===== src/hw/rtl/mrd_pkg.sv =====
// Shared types and constants for the MQTT receive deframer.
package mrd_pkg;

    // Result kinds
    localparam logic [2:0] KIND_IGNORED = 3'd0;
    localparam logic [2:0] KIND_TOPIC   = 3'd1;
    localparam logic [2:0] KIND_MESSAGE = 3'd2;
    localparam logic [2:0] KIND_REPLY   = 3'd3;
    localparam logic [2:0] KIND_CONNACK = 3'd4;
    localparam logic [2:0] KIND_DROPPED = 3'd5;
    localparam logic [2:0] KIND_FRAMING = 3'd6;

    // Control packet types
    localparam logic [3:0] PT_CONNACK = 4'd2;
    localparam logic [3:0] PT_PUBLISH = 4'd3;
    localparam logic [3:0] PT_PUBREC  = 4'd5;
    localparam logic [3:0] PT_PUBREL  = 4'd6;
    localparam logic [3:0] PT_PINGREQ = 4'd12;

    // Reply header bytes
    localparam logic [7:0] HDR_PUBACK  = 8'h40;
    localparam logic [7:0] HDR_PUBREC  = 8'h50;
    localparam logic [7:0] HDR_PUBREL  = 8'h62;
    localparam logic [7:0] HDR_PUBCOMP = 8'h70;
    localparam logic [7:0] REPLY_LEN   = 8'h02;

    // Link drop pairs
    localparam logic [7:0] CH_C    = 8'h43;
    localparam logic [7:0] CH_L    = 8'h4C;
    localparam logic [7:0] CH_PLUS = 8'h2B;
    localparam logic [7:0] CH_P    = 8'h50;

    localparam int LEN_W = 28;

    // Extra results that follow the first one of a word
    typedef enum logic [1:0] {
        TAIL_NONE    = 2'd0,
        TAIL_CONNACK = 2'd1,
        TAIL_REPLY   = 2'd2,
        TAIL_DROP    = 2'd3
    } t_tail;

    // One queued command: first result plus the tail to expand
    typedef struct packed {
        logic [2:0]  kind;
        logic [7:0]  data;
        logic [3:0]  ptype;
        logic [1:0]  qos;
        logic [15:0] id;
        t_tail       tail;
        logic [7:0]  head;
    } t_cmd;

endpackage


===== src/hw/rtl/mqtt_receive_deframer.sv =====
// Top level of the MQTT receive deframer.
//
// Input channel: a word is taken on a rising edge with push high and full
// low. i_op high is a link-connected event; otherwise i_rx_byte is a byte
// received from the link. Result channel: while empty is low the oldest
// result sits on the o_ ports and leaves on an edge with pop high.
// Each input word yields one to five result words; o_last marks the final
// one of each input word.
//
// The parser takes one word per cycle while full is low and writes one
// command into a QUEUE_DEPTH entry queue in the same cycle. The expander
// loads each command from the queue into its own register when it is
// free. The single expander gives one result word per cycle while pop is
// high; a word that raises a four byte reply yields five result words.
//
// When the receiver stops popping, the held result stays put, the queue
// fills, and full rises once QUEUE_DEPTH commands wait. Synchronous reset
// (i_rst_n low) empties the queue and returns the parser to the header
// phase with the link down; no clearing pass is needed.
module mqtt_receive_deframer #(
    parameter int MAX_LEN_BYTES = 4,
    parameter int QUEUE_DEPTH   = 4
) (
    input  logic        i_clk,
    input  logic        i_rst_n,
    input  logic        push,
    output logic        full,
    input  logic        i_op,
    input  logic [7:0]  i_rx_byte,
    output logic        empty,
    input  logic        pop,
    output logic [2:0]  o_kind,
    output logic [7:0]  o_data,
    output logic [3:0]  o_packet_type,
    output logic [1:0]  o_qos,
    output logic [15:0] o_message_id,
    output logic [15:0] o_connack_code,
    output logic        o_last
);
    import mrd_pkg::*;

    t_cmd front_cmd;
    t_cmd q_cmd;
    logic accept;
    logic q_empty;
    logic q_rd;

    // Word taken only when the queue has room for its command
    assign accept = push && !full;

    mrd_front #(
        .MAX_LEN_BYTES(MAX_LEN_BYTES)
    ) u_front (
        .i_clk    (i_clk),
        .i_rst_n  (i_rst_n),
        .i_accept (accept),
        .i_op     (i_op),
        .i_rx_byte(i_rx_byte),
        .o_cmd    (front_cmd)
    );

    mrd_queue #(
        .DEPTH(QUEUE_DEPTH)
    ) u_queue (
        .i_clk   (i_clk),
        .i_rst_n (i_rst_n),
        .i_wr    (accept),
        .i_wr_cmd(front_cmd),
        .o_full  (full),
        .i_rd    (q_rd),
        .o_rd_cmd(q_cmd),
        .o_empty (q_empty)
    );

    mrd_back u_back (
        .i_clk         (i_clk),
        .i_rst_n       (i_rst_n),
        .i_q_empty     (q_empty),
        .i_q_cmd       (q_cmd),
        .o_q_rd        (q_rd),
        .o_empty       (empty),
        .i_pop         (pop),
        .o_kind        (o_kind),
        .o_data        (o_data),
        .o_packet_type (o_packet_type),
        .o_qos         (o_qos),
        .o_message_id  (o_message_id),
        .o_connack_code(o_connack_code),
        .o_last        (o_last)
    );

endmodule


===== src/hw/rtl/mrd_front.sv =====
// Front end: parses each word and emits one command record.
module mrd_front #(
    parameter int MAX_LEN_BYTES = 4
) (
    input  logic          i_clk,
    input  logic          i_rst_n,
    input  logic          i_accept,
    input  logic          i_op,
    input  logic [7:0]    i_rx_byte,
    output mrd_pkg::t_cmd o_cmd
);
    import mrd_pkg::*;

    localparam logic [4:0] LenShiftEnd = 5'(7 * MAX_LEN_BYTES);

    typedef enum logic [2:0] {
        PH_HEADER = 3'b001,
        PH_LENGTH = 3'b010,
        PH_BODY   = 3'b100
    } t_phase;

    t_phase             r_phase,     n_phase;
    logic               r_link,      n_link;
    logic [3:0]         r_pkt_kind,  n_pkt_kind;
    logic [1:0]         r_pkt_qos,   n_pkt_qos;
    logic [LEN_W-1:0]   r_remaining, n_remaining;
    logic [4:0]         r_len_shift, n_len_shift;
    logic [LEN_W-1:0]   r_body_pos,  n_body_pos;
    logic [15:0]        r_topic_len, n_topic_len;
    logic [15:0]        r_packet_id, n_packet_id;
    logic [7:0]         r_header,    n_header;

    logic               do_finish;
    logic [LEN_W+6:0]   len_add;
    logic [LEN_W-1:0]   rel;
    logic [LEN_W-1:0]   rel2;
    logic [3:0]         hdr_type;
    t_cmd               cmd;

    assign hdr_type = i_rx_byte[7:4];

    always_comb begin
        n_phase     = r_phase;
        n_link      = r_link;
        n_pkt_kind  = r_pkt_kind;
        n_pkt_qos   = r_pkt_qos;
        n_remaining = r_remaining;
        n_len_shift = r_len_shift;
        n_body_pos  = r_body_pos;
        n_topic_len = r_topic_len;
        n_packet_id = r_packet_id;
        n_header    = r_header;
        do_finish   = 1'b0;
        len_add     = '0;
        rel         = r_body_pos - LEN_W'(2);
        rel2        = rel - LEN_W'(r_topic_len);
        cmd         = '0;
        cmd.kind    = KIND_IGNORED;
        cmd.data    = i_rx_byte;
        cmd.tail    = TAIL_NONE;

        if (i_op) begin
            n_link      = 1'b1;
            n_phase     = PH_HEADER;
            n_remaining = '0;
            n_len_shift = '0;
            n_body_pos  = '0;
            cmd.data    = '0;
        end else if (!r_link) begin
            cmd.kind = KIND_IGNORED;
        end else begin
            case (r_phase)
                PH_LENGTH: begin
                    if (r_remaining == '0 &&
                        ((r_header == CH_C && i_rx_byte == CH_L) ||
                         (r_header == CH_PLUS && i_rx_byte == CH_P))) begin
                        cmd.kind = KIND_DROPPED;
                        n_link   = 1'b0;
                        n_phase  = PH_HEADER;
                    end else begin
                        len_add     = {7'd0, r_remaining}
                                    + ((LEN_W+7)'(i_rx_byte[6:0]) << r_len_shift);
                        n_remaining = len_add[LEN_W-1:0];
                        n_len_shift = r_len_shift + 5'd7;
                        cmd.kind    = KIND_FRAMING;
                        if (!i_rx_byte[7] || n_len_shift >= LenShiftEnd) begin
                            if (n_remaining == '0) begin
                                do_finish = 1'b1;
                            end else begin
                                n_phase = PH_BODY;
                            end
                        end
                    end
                end
                PH_BODY: begin
                    n_body_pos = r_body_pos + LEN_W'(1);
                    cmd.kind   = KIND_FRAMING;
                    if (r_pkt_kind == PT_PUBLISH) begin
                        if (r_body_pos == '0) begin
                            n_topic_len = {i_rx_byte, 8'd0};
                        end else if (r_body_pos == LEN_W'(1)) begin
                            n_topic_len = {r_topic_len[15:8], i_rx_byte};
                        end else if (rel < LEN_W'(r_topic_len)) begin
                            cmd.kind = KIND_TOPIC;
                        end else if (r_pkt_qos != 2'd0 && rel2 < LEN_W'(2)) begin
                            if (rel2 == '0) begin
                                n_packet_id = {i_rx_byte, 8'd0};
                            end else begin
                                n_packet_id = {r_packet_id[15:8], i_rx_byte};
                            end
                        end else begin
                            cmd.kind = KIND_MESSAGE;
                        end
                    end else begin
                        if (r_body_pos == '0) begin
                            n_packet_id = {i_rx_byte, 8'd0};
                        end else if (r_body_pos == LEN_W'(1)) begin
                            n_packet_id = {r_packet_id[15:8], i_rx_byte};
                        end
                    end
                    if (n_body_pos >= r_remaining) begin
                        do_finish = 1'b1;
                    end
                end
                default: begin
                    if (hdr_type != 4'd0 && hdr_type != 4'd15) begin
                        n_header    = i_rx_byte;
                        n_pkt_kind  = hdr_type;
                        n_pkt_qos   = i_rx_byte[2:1];
                        n_remaining = '0;
                        n_len_shift = '0;
                        n_body_pos  = '0;
                        n_topic_len = '0;
                        n_packet_id = '0;
                        n_phase     = PH_LENGTH;
                        cmd.kind    = KIND_FRAMING;
                    end else begin
                        n_phase = PH_HEADER;
                    end
                end
            endcase
        end

        // Packet end: pick the trailing results
        if (do_finish) begin
            n_phase = PH_HEADER;
            case (r_pkt_kind)
                PT_CONNACK: cmd.tail = TAIL_CONNACK;
                PT_PUBLISH: begin
                    if (r_pkt_qos == 2'd1) begin
                        cmd.tail = TAIL_REPLY;
                        cmd.head = HDR_PUBACK;
                    end else if (r_pkt_qos == 2'd2) begin
                        cmd.tail = TAIL_REPLY;
                        cmd.head = HDR_PUBREC;
                    end
                end
                PT_PUBREC: begin
                    cmd.tail = TAIL_REPLY;
                    cmd.head = HDR_PUBREL;
                end
                PT_PUBREL: begin
                    cmd.tail = TAIL_REPLY;
                    cmd.head = HDR_PUBCOMP;
                end
                PT_PINGREQ: begin
                    cmd.tail = TAIL_DROP;
                    n_link   = 1'b0;
                end
                default: cmd.tail = TAIL_NONE;
            endcase
        end

        if (cmd.kind != KIND_IGNORED) begin
            cmd.ptype = n_pkt_kind;
            cmd.qos   = n_pkt_qos;
            cmd.id    = n_packet_id;
        end
    end

    assign o_cmd = cmd;

    always_ff @(posedge i_clk) begin
        if (!i_rst_n) begin
            r_phase     <= PH_HEADER;
            r_link      <= 1'b0;
            r_pkt_kind  <= '0;
            r_pkt_qos   <= '0;
            r_remaining <= '0;
            r_len_shift <= '0;
            r_body_pos  <= '0;
            r_topic_len <= '0;
            r_packet_id <= '0;
            r_header    <= '0;
        end else if (i_accept) begin
            r_phase     <= n_phase;
            r_link      <= n_link;
            r_pkt_kind  <= n_pkt_kind;
            r_pkt_qos   <= n_pkt_qos;
            r_remaining <= n_remaining;
            r_len_shift <= n_len_shift;
            r_body_pos  <= n_body_pos;
            r_topic_len <= n_topic_len;
            r_packet_id <= n_packet_id;
            r_header    <= n_header;
        end
    end

endmodule


===== src/hw/rtl/mrd_queue.sv =====
// Small command queue between the parser and the result expander.
module mrd_queue #(
    parameter int DEPTH = 4
) (
    input  logic          i_clk,
    input  logic          i_rst_n,
    input  logic          i_wr,
    input  mrd_pkg::t_cmd i_wr_cmd,
    output logic          o_full,
    input  logic          i_rd,
    output mrd_pkg::t_cmd o_rd_cmd,
    output logic          o_empty
);
    import mrd_pkg::*;

    localparam int PtrW = (DEPTH > 1) ? $clog2(DEPTH) : 1;
    localparam int CntW = $clog2(DEPTH + 1);

    t_cmd            r_mem [DEPTH];
    logic [PtrW-1:0] r_wr_ptr;
    logic [PtrW-1:0] r_rd_ptr;
    logic [CntW-1:0] r_count;
    logic            do_wr;
    logic            do_rd;

    assign o_full   = (r_count == CntW'(DEPTH));
    assign o_empty  = (r_count == '0);
    assign do_wr    = i_wr && !o_full;
    assign do_rd    = i_rd && !o_empty;
    assign o_rd_cmd = r_mem[r_rd_ptr];

    function automatic logic [PtrW-1:0] ptr_inc(input logic [PtrW-1:0] p);
        return (p == PtrW'(DEPTH - 1)) ? '0 : p + PtrW'(1);
    endfunction

    always_ff @(posedge i_clk) begin
        if (do_wr) begin
            r_mem[r_wr_ptr] <= i_wr_cmd;
        end
    end

    always_ff @(posedge i_clk) begin
        if (!i_rst_n) begin
            r_wr_ptr <= '0;
            r_rd_ptr <= '0;
            r_count  <= '0;
        end else begin
            if (do_wr) begin
                r_wr_ptr <= ptr_inc(r_wr_ptr);
            end
            if (do_rd) begin
                r_rd_ptr <= ptr_inc(r_rd_ptr);
            end
            if (do_wr && !do_rd) begin
                r_count <= r_count + CntW'(1);
            end else if (do_rd && !do_wr) begin
                r_count <= r_count - CntW'(1);
            end
        end
    end

endmodule


===== src/hw/rtl/mrd_back.sv =====
// Back end: expands each command into its result words.
module mrd_back (
    input  logic          i_clk,
    input  logic          i_rst_n,
    input  logic          i_q_empty,
    input  mrd_pkg::t_cmd i_q_cmd,
    output logic          o_q_rd,
    output logic          o_empty,
    input  logic          i_pop,
    output logic [2:0]    o_kind,
    output logic [7:0]    o_data,
    output logic [3:0]    o_packet_type,
    output logic [1:0]    o_qos,
    output logic [15:0]   o_message_id,
    output logic [15:0]   o_connack_code,
    output logic          o_last
);
    import mrd_pkg::*;

    t_cmd       r_cmd;
    logic       r_valid;
    logic [2:0] r_idx;
    logic [2:0] last_idx;
    logic       is_last;
    logic       load;

    always_comb begin
        case (r_cmd.tail)
            TAIL_NONE:  last_idx = 3'd0;
            TAIL_REPLY: last_idx = 3'd4;
            default:    last_idx = 3'd1;
        endcase
    end

    assign is_last = (r_idx == last_idx);
    assign load    = !r_valid || (i_pop && is_last);
    assign o_q_rd  = load && !i_q_empty;
    assign o_empty = !r_valid;
    assign o_last  = is_last;

    always_comb begin
        o_kind         = r_cmd.kind;
        o_data         = r_cmd.data;
        o_packet_type  = r_cmd.ptype;
        o_qos          = r_cmd.qos;
        o_message_id   = r_cmd.id;
        o_connack_code = '0;
        if (r_idx != 3'd0) begin
            // Tail words always carry packet fields
            o_data = '0;
            case (r_cmd.tail)
                TAIL_CONNACK: begin
                    o_kind         = KIND_CONNACK;
                    o_connack_code = r_cmd.id;
                end
                TAIL_DROP: o_kind = KIND_DROPPED;
                TAIL_REPLY: begin
                    o_kind = KIND_REPLY;
                    case (r_idx)
                        3'd1:    o_data = r_cmd.head;
                        3'd2:    o_data = REPLY_LEN;
                        3'd3:    o_data = r_cmd.id[15:8];
                        default: o_data = r_cmd.id[7:0];
                    endcase
                end
                default: o_kind = r_cmd.kind;
            endcase
        end
    end

    always_ff @(posedge i_clk) begin
        if (o_q_rd) begin
            r_cmd <= i_q_cmd;
        end
    end

    always_ff @(posedge i_clk) begin
        if (!i_rst_n) begin
            r_valid <= 1'b0;
            r_idx   <= '0;
        end else if (load) begin
            r_valid <= !i_q_empty;
            r_idx   <= '0;
        end else if (i_pop) begin
            r_idx <= r_idx + 3'd1;
        end
    end

endmodule

===== config.mk =====
export PLATFORM = sky130hd
export DESIGN_NAME = mqtt_receive_deframer
export DESIGN_NICKNAME = d
export VERILOG_FILES = /design/src/hw/rtl/mrd_pkg.sv /design/src/hw/rtl/mqtt_receive_deframer.sv /design/src/hw/rtl/mrd_front.sv /design/src/hw/rtl/mrd_queue.sv /design/src/hw/rtl/mrd_back.sv
export SDC_FILE = /design/constraint.sdc
export NUM_CORES = 1
export LEC_CHECK = 0
export ABC_AREA = 1
export BUFFER_PORTS_ARGS = -buffer_cell sky130_fd_sc_hd__buf_4
export CORE_UTILIZATION = 45
export DETAILED_ROUTE_END_ITERATION = 8
export GPL_TIMING_DRIVEN = 0
export PLACE_DENSITY = 0.66
export SLEW_MARGIN = 40
export SYNTH_ARGS = -nofsm -noshare
export SYNTH_HDL_FRONTEND = slang
export SYNTH_SLANG_ARGS = --single-unit
export TNS_END_PERCENT = 100

===== constraint.sdc =====
create_clock -name i_clk -period 9.3 [get_ports i_clk]
set_input_delay 1.86 -clock i_clk [delete_from_list [all_inputs] [get_ports i_clk]]
set_output_delay 1.86 -clock i_clk [all_outputs]
set_load 0.02 [all_outputs]

==> metrics.cfg <==
[outcome]
status = complete, no violations

[synth]
syn-num-nets = 2707
synth_area_per_cell_um2 = 7.67
netlist_instances = 2600
yosysWarnings = 0
yosys.area.top_type = edfxtp_1
synth_top_area_frac = 0.294
yosysMostFrequentCell = nand2_1
syn-cell-area_um2 = 19900
synthFlopType = edfxtp_1
ys_ff_latch = 317
synth_seq_area_share = 0.416
ys_top_cells_by_area = edfxtp_1 29%, dfxtp_1 12%, nand2_1 10%, nor2_1 6.1%, ha_1 5.7%
async_flop_share = 0
synth_edf_count = 195
synth_cell_types = 61
synth_common_cells = 551 x nand2_1, 324 x nor2_1, 291 x inv_1, 195 x a21oi_1, 195 x edfxtp_1

[global_routing]
grt_use_met1 = 0.331
antenna_found_initial = 7
grt-ovfl-total = 0
top_usage_layer = met2
track_usage = 0.266
grt_max_degree = 22
met2_usage = 0.462
use_met3 = 0.0397
grt_pass1_wl_um = 93500
grt_pass1_vias = 17500

[floorplan]
die_y_um = 213
dieArea_um2 = 45200
die_w_um = 213
num_rows = 76
core-area_um2 = 43400
start_util = 0.460
ios = 65

[route]
drtAntennaViolNets = 0
dr.pass1.iters = 6
viasPerCell = 5.47
post-route-drc-count = 0
vias = 18200
drtIter0Drc = 1327
finalWirelength_um = 59300
wl_per_cell_um = 17.9

[sta]
tns_ps = 0
hold_viol_final = 0
period_minus_slack_ps = 6840
setup_viol = 0
grt_setup_unrepaired = no
fmax_mhz = 146
drv_slew = 0
post-route-period-util = 0.736
timing.slew.headroom = 0.441
fin_skew_ps = 19.4
worst_pin_slew_ps = 831

[pwr]
switchingPower_w = 0.00145
p_per_area_nw_per_um2 = 195
pwr-share-seq = 0.426
p_int_w = 0.00292
leakage_nw = 9.26
p_total_w = 0.00437
ir_worst_vdd_mv = 0.155
combPwrFrac = 0.258
swShare = 0.332
pwr-share-clk = 0.316

[clock_tree]
cts.path.max_buffers = 3
cts_tree = built
cts_hold_buf = 0
post-cts-setup-buffers = 0
cts_inserted_buffers = 36
path_clk_slew_ps = 60
clockRootBuffer = clkbuf_16
clock_latency_ps = 560
ctsHtreeMaxLevel = 2
cts_resized = 0
cts.sink_count = 317

[placement]
io_buffers = 57
hpwl_um = 45400
gp_congestion = 0.938

[cells_and_area]
fill_cells = 4220
drive_above_1_share = 0.0922
syn2layout_area_growth_pct = 12.7
final_nets = 2811

[worst_setup_path]
critPathMaxFanout = 9
critPathRequiredTime_ps = 9570
critical_path_class = input pin to flop
start_kind = input pin
cp_data_arrival_time_ps = 7110
crit_path_end_kind = flop

[min_path]
hold_path.class = flop to flop

[run]
drv_cap = 0

layout by cell type (no fill, tap or decap), types with 26 or more instances in the layout:
cell type / instances
clkbuf_16: 36
nand3_1: 140
nor3_1: 26
nand4_1: 54
a21oi_1: 195
nand2_1: 551
clkbuf_1: 87
ha_1: 91
nor2_1: 318
o22ai_1: 51
xor2_1: 44
dfxtp_1: 122
o21ai_0: 165
inv_1: 291
edfxtp_1: 195
buf_4: 81
worst max-delay path, cell delays in order:
cell and delay (ps):
clkbuf_1 580, inv_1 410, nand2_1 130, o21ai_0 110
nand2_1 100, o21a_1 170, nand2_1 60, a21boi_0 250
inv_1 70, nor2_1 100, ha_1 220, nand2_1 110
inv_1 90, nand2_1 80, nor3_1 420, nand4_1 200
nand3_1 200, xnor2_1 180, nand2_1 100, nor3_1 260
nand3_1 110, nor2_1 330, nand4_1 140, nand2_1 130
nand2_1 190, a211oi_1 490
cells by family after synthesis:
kind of cell,count (synthesis),synth area share
AOI/OAI and AO/OA,491,0.138
muxes,1,0.000502
xor gates and xnor gates,67,0.0294
and+or+nand+nor,1205,0.268
buffers and inverters,425,0.0881
adders and majority gates,94,0.0601
DFF,317,0.416
area by class of cell:
type | instances | area [um^2] | share of cell area
Sequential cell | 317 | 8300 | 0.369
Clock inverter | 16 | 144 | 0.00640
Inverter | 303 | 1140 | 0.0506
Buffer | 122 | 622 | 0.0277
Multi-Input combinational cell | 1858 | 9950 | 0.443
Clock buffer | 50 | 993 | 0.0442
Tap cell | 585 | 732 | 0.0326
Timing Repair Buffer | 66 | 601 | 0.0267
Antenna cell | 2 | 5.00 | 0.000223
worst paths after layout:
check | startpoint | end | slack, ps | depth (start not counted)
min | u_front.r_topic_len[0]$_SDFFE_PN0P_ | u_front.r_topic_len[0]$_SDFFE_PN0P_ | 460 | 2
min reg2reg | u_front.r_topic_len[0]$_SDFFE_PN0P_ | u_front.r_topic_len[0]$_SDFFE_PN0P_ | 460 | 2
max reg2reg | u_front.r_len_shift[0]$_SDFFE_PN0P_ | u_queue.r_mem[1][8]$_DFFE_PP_ | 3820 | 23
max | i_rx_byte[2] | u_queue.r_mem[1][8]$_DFFE_PP_ | 2460 | 26
power by group through the flow:
| stage | Sequential (W) | Combinational (W) | Clock [W] |
|---|---|---|---|
| floorplan | 0.00184 | 0.000706 | 0 |
| detailed placement | 0.00190 | 0.00113 | 0 |
| global placement | 0.00191 | 0.00106 | 0 |
| CTS | 0.00187 | 0.00113 | 0.00140 |
| finish | 0.00186 | 0.00113 | 0.00138 |
| global route | 0.00188 | 0.00124 | 0.00145 |
sequential cells by signal, indices dropped and copies added (netlist names):
name / count
u_queue.r_rd_ptr: 2
u_back.o_packet_type: 4
u_back.r_cmd: 17
u_front.r_pkt_qos: 2
u_queue.r_count: 3
u_front.r_topic_len: 16
u_back.r_valid: 1
u_front.r_remaining: 28
u_front.r_packet_id: 16
u_back.r_idx: 3
u_back.o_message_id: 16
u_front.r_body_pos: 28
u_front.r_len_shift: 5
u_front.r_link: 1
u_queue.r_wr_ptr: 2
u_front.r_phase: 3
u_back.o_qos: 2
u_queue.r_mem: 156
u_front.r_pkt_kind: 4
u_front.r_header: 8
metrics by stage:
step	utilization	instances	cell area, um^2	setup WS, ps	hold slack (ps)
final	0.518	3319	22500	2460	463
after global routing	0.518	3318	22500	1990	483
after CTS	0.518	3317	22500	2500	461
after detailed placement	0.492	3251	21300	1980	453
after global placement	0.487	3242	21100	2040	447
after floorplan	-	2600	19900	3830	428
per-layer routing:
| metal | wire, um | part of all wire |
|---|---|---|
| met4 | 2100 | 0.035 |
| met3 | 3750 | 0.063 |
| met5 | 62 | 0.0010 |
| met1 | 25200 | 0.43 |
| met2 | 28100 | 0.47 |
Power figures use the tool's default switching activity.
